[config.mk]
export PLATFORM = sky130hd
export DESIGN_NAME = lphi_front
export DESIGN_NICKNAME = d
export VERILOG_FILES = /design/src/design/lphi_pkg.sv /design/src/design/lphi_hash.sv /design/src/design/lphi_front.sv
export SDC_FILE = /design/constraint.sdc
export NUM_CORES = 2
export LEC_CHECK = 0
export BUFFER_PORTS_ARGS = -buffer_cell sky130_fd_sc_hd__buf_2
export CORE_MARGIN = 2
export CORE_UTILIZATION = 65
export DETAILED_ROUTE_END_ITERATION = 16
export HOLD_SLACK_MARGIN = 0.08
export PLACE_DENSITY = 0.93
export SETUP_SLACK_MARGIN = 0.02
export SLEW_MARGIN = 20
export SYNTH_ARGS = -nofsm -noshare
export SYNTH_HDL_FRONTEND = slang
export SYNTH_SLANG_ARGS = --single-unit
[constraint.sdc]
create_clock -name clk -period 32.9 [get_ports clk]
set_input_delay 3.29 -clock clk [delete_from_list [all_inputs] [get_ports clk]]
set_output_delay 3.29 -clock clk [all_outputs]
set_load 0.03 [all_outputs]
[src/design/lphi_pkg.sv]
// ----------------------------------------------------------------------------
// lphi_pkg: shared types and constants of the linear probe hash index
// operation and status codes, transaction structs, sequencer states
// ----------------------------------------------------------------------------
package lphi_pkg;

    localparam int SLOTS   = 1024;
    localparam int IDX_W   = $clog2(SLOTS);
    localparam int CNT_W   = 10;
    localparam int KEY_W   = 64;
    localparam int PAY_W   = 64;
    localparam int ENTRY_W = KEY_W + PAY_W;
    // entry ram row: occupied flag on top of key and payload
    localparam int ROW_W   = ENTRY_W + 1;
    localparam int QDEPTH  = 2;

    localparam logic [63:0] MIX_C1 = 64'hff51afd7ed558ccd;
    localparam logic [63:0] MIX_C2 = 64'hc4ceb9fe1a85ec53;

    typedef enum logic [2:0] {
        OP_LOOKUP   = 3'd0,
        OP_INSERT   = 3'd1,
        OP_ERASE    = 3'd2,
        OP_ERASE_AT = 3'd3,
        OP_CLEAR    = 3'd4
    } op_t;

    typedef enum logic [2:0] {
        ST_OK        = 3'd0,
        ST_NOT_FOUND = 3'd1,
        ST_DUPLICATE = 3'd2,
        ST_HALF_LOAD = 3'd3,
        ST_INVALID   = 3'd4
    } status_t;

    typedef struct packed {
        logic [2:0]       operation;
        logic [KEY_W-1:0] key;
        logic [PAY_W-1:0] payload;
        logic [9:0]       slot;
    } req_t;

    typedef struct packed {
        logic [2:0]       status;
        logic             found;
        logic [9:0]       found_slot;
        logic [PAY_W-1:0] found_payload;
        logic [9:0]       entry_count;
    } resp_t;

    // classified command handed from front to back
    typedef enum logic [2:0] {
        CMD_LOOKUP,
        CMD_INSERT,
        CMD_ERASE,
        CMD_ERASE_AT,
        CMD_CLEAR,
        CMD_NOP,
        CMD_REJECT
    } cmd_t;

    typedef struct packed {
        cmd_t             cmd;
        logic [2:0]       status;
        logic [KEY_W-1:0] key;
        logic [PAY_W-1:0] payload;
        logic [IDX_W-1:0] home;
        logic [IDX_W-1:0] slot;
        logic             slot_ok;
    } work_t;

    typedef enum logic [3:0] {
        S_INIT,
        S_IDLE,
        S_CLR,
        S_PROBE_RD,
        S_PROBE_CHK,
        S_AT_RD,
        S_AT_CHK,
        S_MOVE_RD,
        S_MOVE_CHK,
        S_HASH_W,
        S_PLACE_RD,
        S_PLACE_CHK,
        S_RESP
    } state_t;

    typedef enum logic [2:0] {
        H_IDLE,
        H_MUL1,
        H_MIX1,
        H_MUL2,
        H_MIX2
    } hstate_t;

endpackage

[src/design/lphi_hash.sv]
// ----------------------------------------------------------------------------
// lphi_hash: murmur finalizer unit
// multi-cycle, each 64x64 low product split into three 32x32 partial products
// ----------------------------------------------------------------------------
module lphi_hash (
    input  logic                      clk,
    input  logic                      rst_n,
    input  logic                      start,
    input  logic [lphi_pkg::KEY_W-1:0] key,
    output logic                      busy,
    output logic                      done,
    output logic [lphi_pkg::IDX_W-1:0] home
);
    import lphi_pkg::*;

    hstate_t     state_reg, state_next;
    logic [63:0] x_reg, x_next;
    logic [63:0] pll_reg, plh_reg, phl_reg;
    logic [63:0] pll_next, plh_next, phl_next;
    logic [63:0] c_sel;
    logic [63:0] prod;
    logic        done_reg, done_next;

    always_ff @(posedge clk or negedge rst_n)
    begin
        if (!rst_n)
        begin
            state_reg <= H_IDLE;
            done_reg  <= 1'b0;
        end
        else
        begin
            state_reg <= state_next;
            done_reg  <= done_next;
        end
    end

    always_ff @(posedge clk)
    begin
        x_reg   <= x_next;
        pll_reg <= pll_next;
        plh_reg <= plh_next;
        phl_reg <= phl_next;
    end

    assign c_sel = (state_reg == H_MUL1) ? MIX_C1 : MIX_C2;
    // low 64 bits of x * c from registered partial products
    assign prod = pll_reg + {plh_reg[31:0], 32'd0} + {phl_reg[31:0], 32'd0};

    always_comb
    begin
        state_next = state_reg;
        x_next     = x_reg;
        pll_next   = pll_reg;
        plh_next   = plh_reg;
        phl_next   = phl_reg;
        done_next  = 1'b0;
        unique case (state_reg)
            H_IDLE:
            begin
                if (start)
                begin
                    x_next     = key ^ (key >> 33);
                    state_next = H_MUL1;
                end
            end
            H_MUL1, H_MUL2:
            begin
                pll_next   = 64'(x_reg[31:0])  * 64'(c_sel[31:0]);
                plh_next   = 64'(x_reg[31:0])  * 64'(c_sel[63:32]);
                phl_next   = 64'(x_reg[63:32]) * 64'(c_sel[31:0]);
                state_next = (state_reg == H_MUL1) ? H_MIX1 : H_MIX2;
            end
            H_MIX1:
            begin
                x_next     = prod ^ (prod >> 33);
                state_next = H_MUL2;
            end
            H_MIX2:
            begin
                x_next     = prod ^ (prod >> 33);
                done_next  = 1'b1;
                state_next = H_IDLE;
            end
            default: state_next = H_IDLE;
        endcase
    end

    assign busy = (state_reg != H_IDLE) || done_reg;
    assign done = done_reg;
    assign home = x_reg[IDX_W-1:0];

endmodule

[src/design/lphi_front.sv]
// ----------------------------------------------------------------------------
// lphi_front: request intake and classification
// hashes the key, checks insert validity, queues work for the back end
// ----------------------------------------------------------------------------
module lphi_front (
    input  logic              clk,
    input  logic              rst_n,
    input  lphi_pkg::req_t    req,
    input  logic              push,
    output logic              full,
    output lphi_pkg::work_t   work,
    output logic              work_valid,
    input  logic              work_take
);
    import lphi_pkg::*;

    localparam int PW = $clog2(QDEPTH);

    req_t         req_reg;
    logic         hold_reg, hold_next;
    logic         hstart;
    logic         hbusy, hdone;
    logic [IDX_W-1:0] hhome;
    work_t        wq_reg [QDEPTH];
    logic [PW-1:0] wp_reg, rp_reg;
    logic [PW:0]  cnt_reg;
    logic         enq;
    work_t        nw;

    lphi_hash u_hash (
        .clk   (clk),
        .rst_n (rst_n),
        .start (hstart),
        .key   (req_reg.key),
        .busy  (hbusy),
        .done  (hdone),
        .home  (hhome)
    );

    // one request is hashed at a time; intake is held while it is in flight
    assign full   = hold_reg;
    assign hstart = hold_reg && !hbusy && !hdone && (cnt_reg < (PW+1)'(QDEPTH));

    always_ff @(posedge clk or negedge rst_n)
    begin
        if (!rst_n)
        begin
            hold_reg <= 1'b0;
        end
        else
        begin
            hold_reg <= hold_next;
        end
    end

    assign enq = hdone;

    always_comb
    begin
        hold_next = hold_reg;
        if (push && !hold_reg)
            hold_next = 1'b1;
        else if (enq)
            hold_next = 1'b0;
    end

    always_ff @(posedge clk)
    begin
        if (push && !hold_reg)
            req_reg <= req;
    end

    always_comb
    begin
        nw.key     = req_reg.key;
        nw.payload = req_reg.payload;
        nw.home    = hhome;
        nw.slot    = req_reg.slot[IDX_W-1:0];
        nw.slot_ok = (32'(req_reg.slot) < 32'(SLOTS));
        nw.status  = ST_OK;
        unique case (req_reg.operation)
            OP_LOOKUP:   nw.cmd = CMD_LOOKUP;
            OP_INSERT:
            begin
                if (req_reg.key == '0 || req_reg.payload == '0)
                begin
                    nw.cmd    = CMD_REJECT;
                    nw.status = ST_INVALID;
                end
                else
                    nw.cmd = CMD_INSERT;
            end
            OP_ERASE:    nw.cmd = CMD_ERASE;
            OP_ERASE_AT: nw.cmd = CMD_ERASE_AT;
            OP_CLEAR:    nw.cmd = CMD_CLEAR;
            default:     nw.cmd = CMD_NOP;
        endcase
    end

    always_ff @(posedge clk)
    begin
        if (enq)
            wq_reg[wp_reg] <= nw;
    end

    always_ff @(posedge clk or negedge rst_n)
    begin
        if (!rst_n)
        begin
            wp_reg  <= '0;
            rp_reg  <= '0;
            cnt_reg <= '0;
        end
        else
        begin
            if (enq)
                wp_reg <= PW'((32'(wp_reg) + 1) % QDEPTH);
            if (work_take)
                rp_reg <= PW'((32'(rp_reg) + 1) % QDEPTH);
            cnt_reg <= cnt_reg + (PW+1)'(enq) - (PW+1)'(work_take);
        end
    end

    assign work       = wq_reg[rp_reg];
    assign work_valid = (cnt_reg != '0);

endmodule

==> impl_summary.log <==
INFO  metric average_detailed_routed_wire_length_per_instance = just under 30 um
INFO  metric synth_flop_cell = edfxtp_1
INFO  metric cts.root.buffer_cell = clkbuf_16
INFO  metric hold_path_class = flip-flop to flip-flop
INFO  metric worstSetupEndpointType = flip-flop
INFO  metric drc = 0
INFO  metric final.min_clock_period = ~11 ns
INFO  metric area_growth_syn_to_layout = 7.57%
INFO  metric critical_path_required = approximately 33 ns
INFO  metric filler_cell_count = roughly 7400
INFO  metric multiInputGateArea = 46700 um^2
INFO  metric vias_in_the_first_global_route = roughly 52000
INFO  metric yosysUniqueCellTypes = between 80 and 90
INFO  metric most-common-layout-cells = 1561 x inv_1, 1205 x fa_1, 881 x ha_1
INFO  metric first_iter_violations = 6309
INFO  metric worst_pin_slew = 1.35 ns
INFO  metric grt_setup_unrepaired = false
INFO  metric largest_area_contributor_in_the_netlist = fa_1
INFO  metric h-tree-depth = 3
INFO  metric whs_endpoint = wq_reg[1][0]
INFO  metric cts.clk_slew.worst_paths = approximately 0.06 ns
INFO  metric maxSlewViolCount = 0
INFO  metric async_flop_share = 0.0139
INFO  metric largest_register_ff_count = 304
INFO  metric worstSkewPairLatency = 0.65 ns
INFO  metric mostFrequentLayoutCell = inv_1
INFO  metric postRouteWirelength = 235000 um
INFO  metric cts_inserted_buffers = 66
INFO  metric drive_above_1_share = 0.105
INFO  metric wire_length_of_the_first_global_routing_pass = ~340000 um
INFO  metric grt_start_max_net_pins = between 70 and 80
INFO  metric worst_r2r_path_depth = 28
INFO  metric yosys_register_bits = approximately 650
INFO  metric tritoncts = yes
INFO  metric cts.path.max_buffers = 3
INFO  metric yosysSeqAreaShare = 0.267
INFO  metric ctsHoldBuffers = 0
INFO  metric globalplace.congestion = ~1.1
INFO  metric timing.fmax = approximately 93 MHz
INFO  metric timing_hold_violations_final = 0
INFO  metric ys_top_cells_by_area = fa_1 33%, edfxtp_1 26%, ha_1 15%, inv_1 8.1%, xnor2_1 3.1%
INFO  metric worstSetupStartpointType = flip-flop
INFO  metric first_pass_iters = 9
INFO  metric post-cts-setup-buffer-count = 0
INFO  metric synthesis.area_per_instance = 11.8 um^2
INFO  metric dieArea = 114000 um^2
INFO  metric start_util = 0.655
INFO  metric maxCapViolCount = 0
INFO  metric yosys_warnings = 0
INFO  metric core = 111000 um^2
INFO  metric grt_use_total = 0.420
INFO  metric die_width = 338 um
INFO  metric largest_clock_skew_in_the_final_design = about 0.077 ns
INFO  metric rows = 122
INFO  metric final-seq-area = between 15000 and 20000 um^2
INFO  metric antenna_found_initial = 32
INFO  metric post_drt_via_cell_ratio = 6.15
INFO  metric antenna_left = 0
INFO  metric port_buffers = 298
INFO  metric rrSetupSlack = 22.09 ns
INFO  metric final.period_utilization = 0.328
INFO  metric vias = 49100
INFO  metric cts_resized = 0
INFO  metric status = finished, final reports clean
INFO  metric critical_path_arrival = 11.16 ns
INFO  metric fin_tns_setup = 0 ns
INFO  metric die-height = roughly 340 um
INFO  metric netlist_instances = 6151
INFO  metric hold_path_startpoint = nw[1]
INFO  metric final_hpwl_from_detailed_placement = 190000 um
INFO  metric ios = 302
INFO  metric worstHoldPathCells = 0
INFO  metric highest_cell_delay_on_the_worst_timing_path = 0.74 ns
INFO  metric yosys.area.top_type_share = 0.333
INFO  metric worstPathMaxFanout = 63
INFO  metric slew_headroom = 0.0960
INFO  metric setup_viol = 0
INFO  metric numClockSinks = 646
INFO  metric fin_nets = 8651
INFO  metric critical_path.most_common_cell = fa_1
INFO  metric critical_path_class = flip-flop to flip-flop
INFO  metric number_of_enable_flip_flop_cells_after_synthesis = between 600 and 700
INFO  metric r2r-end = u_hash.pll_reg[48]
INFO  metric crit_slowest_cell = inv_1
INFO  metric syn_area = 72400 um^2
INFO  metric globalRouteOverflowTotal = 0
INFO  metric reg2reg_from = u_hash.state_reg[0]
-- metal layers --
| layer | track usage | vias to the layer above | routed length [um] | share of wire |
|---|---|---|---|---|
| met1 | 0.534 | 24500 | 80700 | 0.34 |
| met3 | 0.153 | 956 | 34000 | 0.14 |
| met2 | 0.615 | 3662 | 101000 | 0.43 |
| met5 | 0 | - | 136 | 0.00058 |
| li1 | - | 20000 | - | - |
| met4 | 0.262 | 22 | 18800 | 0.080 |
-- kinds of logic (layout without fill, tap and decap cells) --
group	count (synthesis)	after routing	share of synthesized area
AND/OR/NAND/NOR	657	657	0.0427
other	2	46	0.000104
XOR/XNOR	354	354	0.0431
AO/OA/AOI/OAI	515	515	0.0470
multiplexers	157	157	0.0243
flip-flops	646	646	0.267
buffers and inverters	1734	2039	0.0902
adder cells (fa/ha/maj)	2086	2086	0.485
-- worst max-delay path: cells and delay by family, from the launching register on --
family,cells,cell delay (ns)
xor+xnor,1,0.14
compound gates,9,2.56
simple gates,3,1.27
flops,1,0.54
buf+inv,6,1.61
fa+ha+maj,9,4.31
-- cells in the mapped netlist, types with 24 or more instances --
cell,count
inv_1,1561
fa_1,1205
ha_1,881
edfxtp_1,637
nand2_1,286
xnor2_1,254
mux2_2,153
clkbuf_1,147
a21oi_1,145
o21ai_0,123
nor2_1,120
xor2_1,98
a21o_1,80
and2_1,41
nor4_1,35
o21bai_1,34
nand4_1,27
nand2b_1,26
or2_2,25
nand3_1,24
-- metrics by stage --
step | cell area, um^2 | cells | hold slack [ns] | util | worst slack (ns)
finish | 77900 | 7988 | 0.449 | 0.705 | 22.09
global route | 77900 | 7980 | 0.458 | 0.705 | 22.01
CTS | 77800 | 7961 | 0.448 | 0.704 | 22.49
detailed placement | 75600 | 7840 | 0.434 | 0.684 | 22.52
global placement | 75600 | 7840 | 0.422 | 0.684 | 22.64
floorplan | 72500 | 6168 | 0.421 | - | 22.40
-- worst max path at each step --
| stage | slack, ns | start | end |
|---|---|---|---|
| after global placement | 22.64 | u_hash.state_reg[0] | u_hash.pll_reg[48] |
| final | 22.09 | u_hash.state_reg[0] | u_hash.pll_reg[48] |
| after floorplan | 22.40 | u_hash.state_reg[0] | u_hash.pll_reg[57] |
| after global routing | 22.01 | u_hash.state_reg[0] | u_hash.pll_reg[48] |
| after CTS | 22.49 | u_hash.state_reg[0] | u_hash.pll_reg[48] |
| after detailed placement | 22.52 | u_hash.state_reg[0] | u_hash.pll_reg[48] |
-- final cells by class --
class / count / area share
Multi-Input combinational cell: 3788 / 0.599
Sequential cell: 646 / 0.248
Inverter: 1570 / 0.0757
Timing Repair Buffer: 348 / 0.0240
Tap cell: 1488 / 0.0239
Clock buffer: 78 / 0.0218
Clock inverter: 43 / 0.00639
Antenna cell: 27 / 0.000867
Power is not shown: default switching activity piles up to over one toggle a cycle in this logic, so the estimate is an artifact.
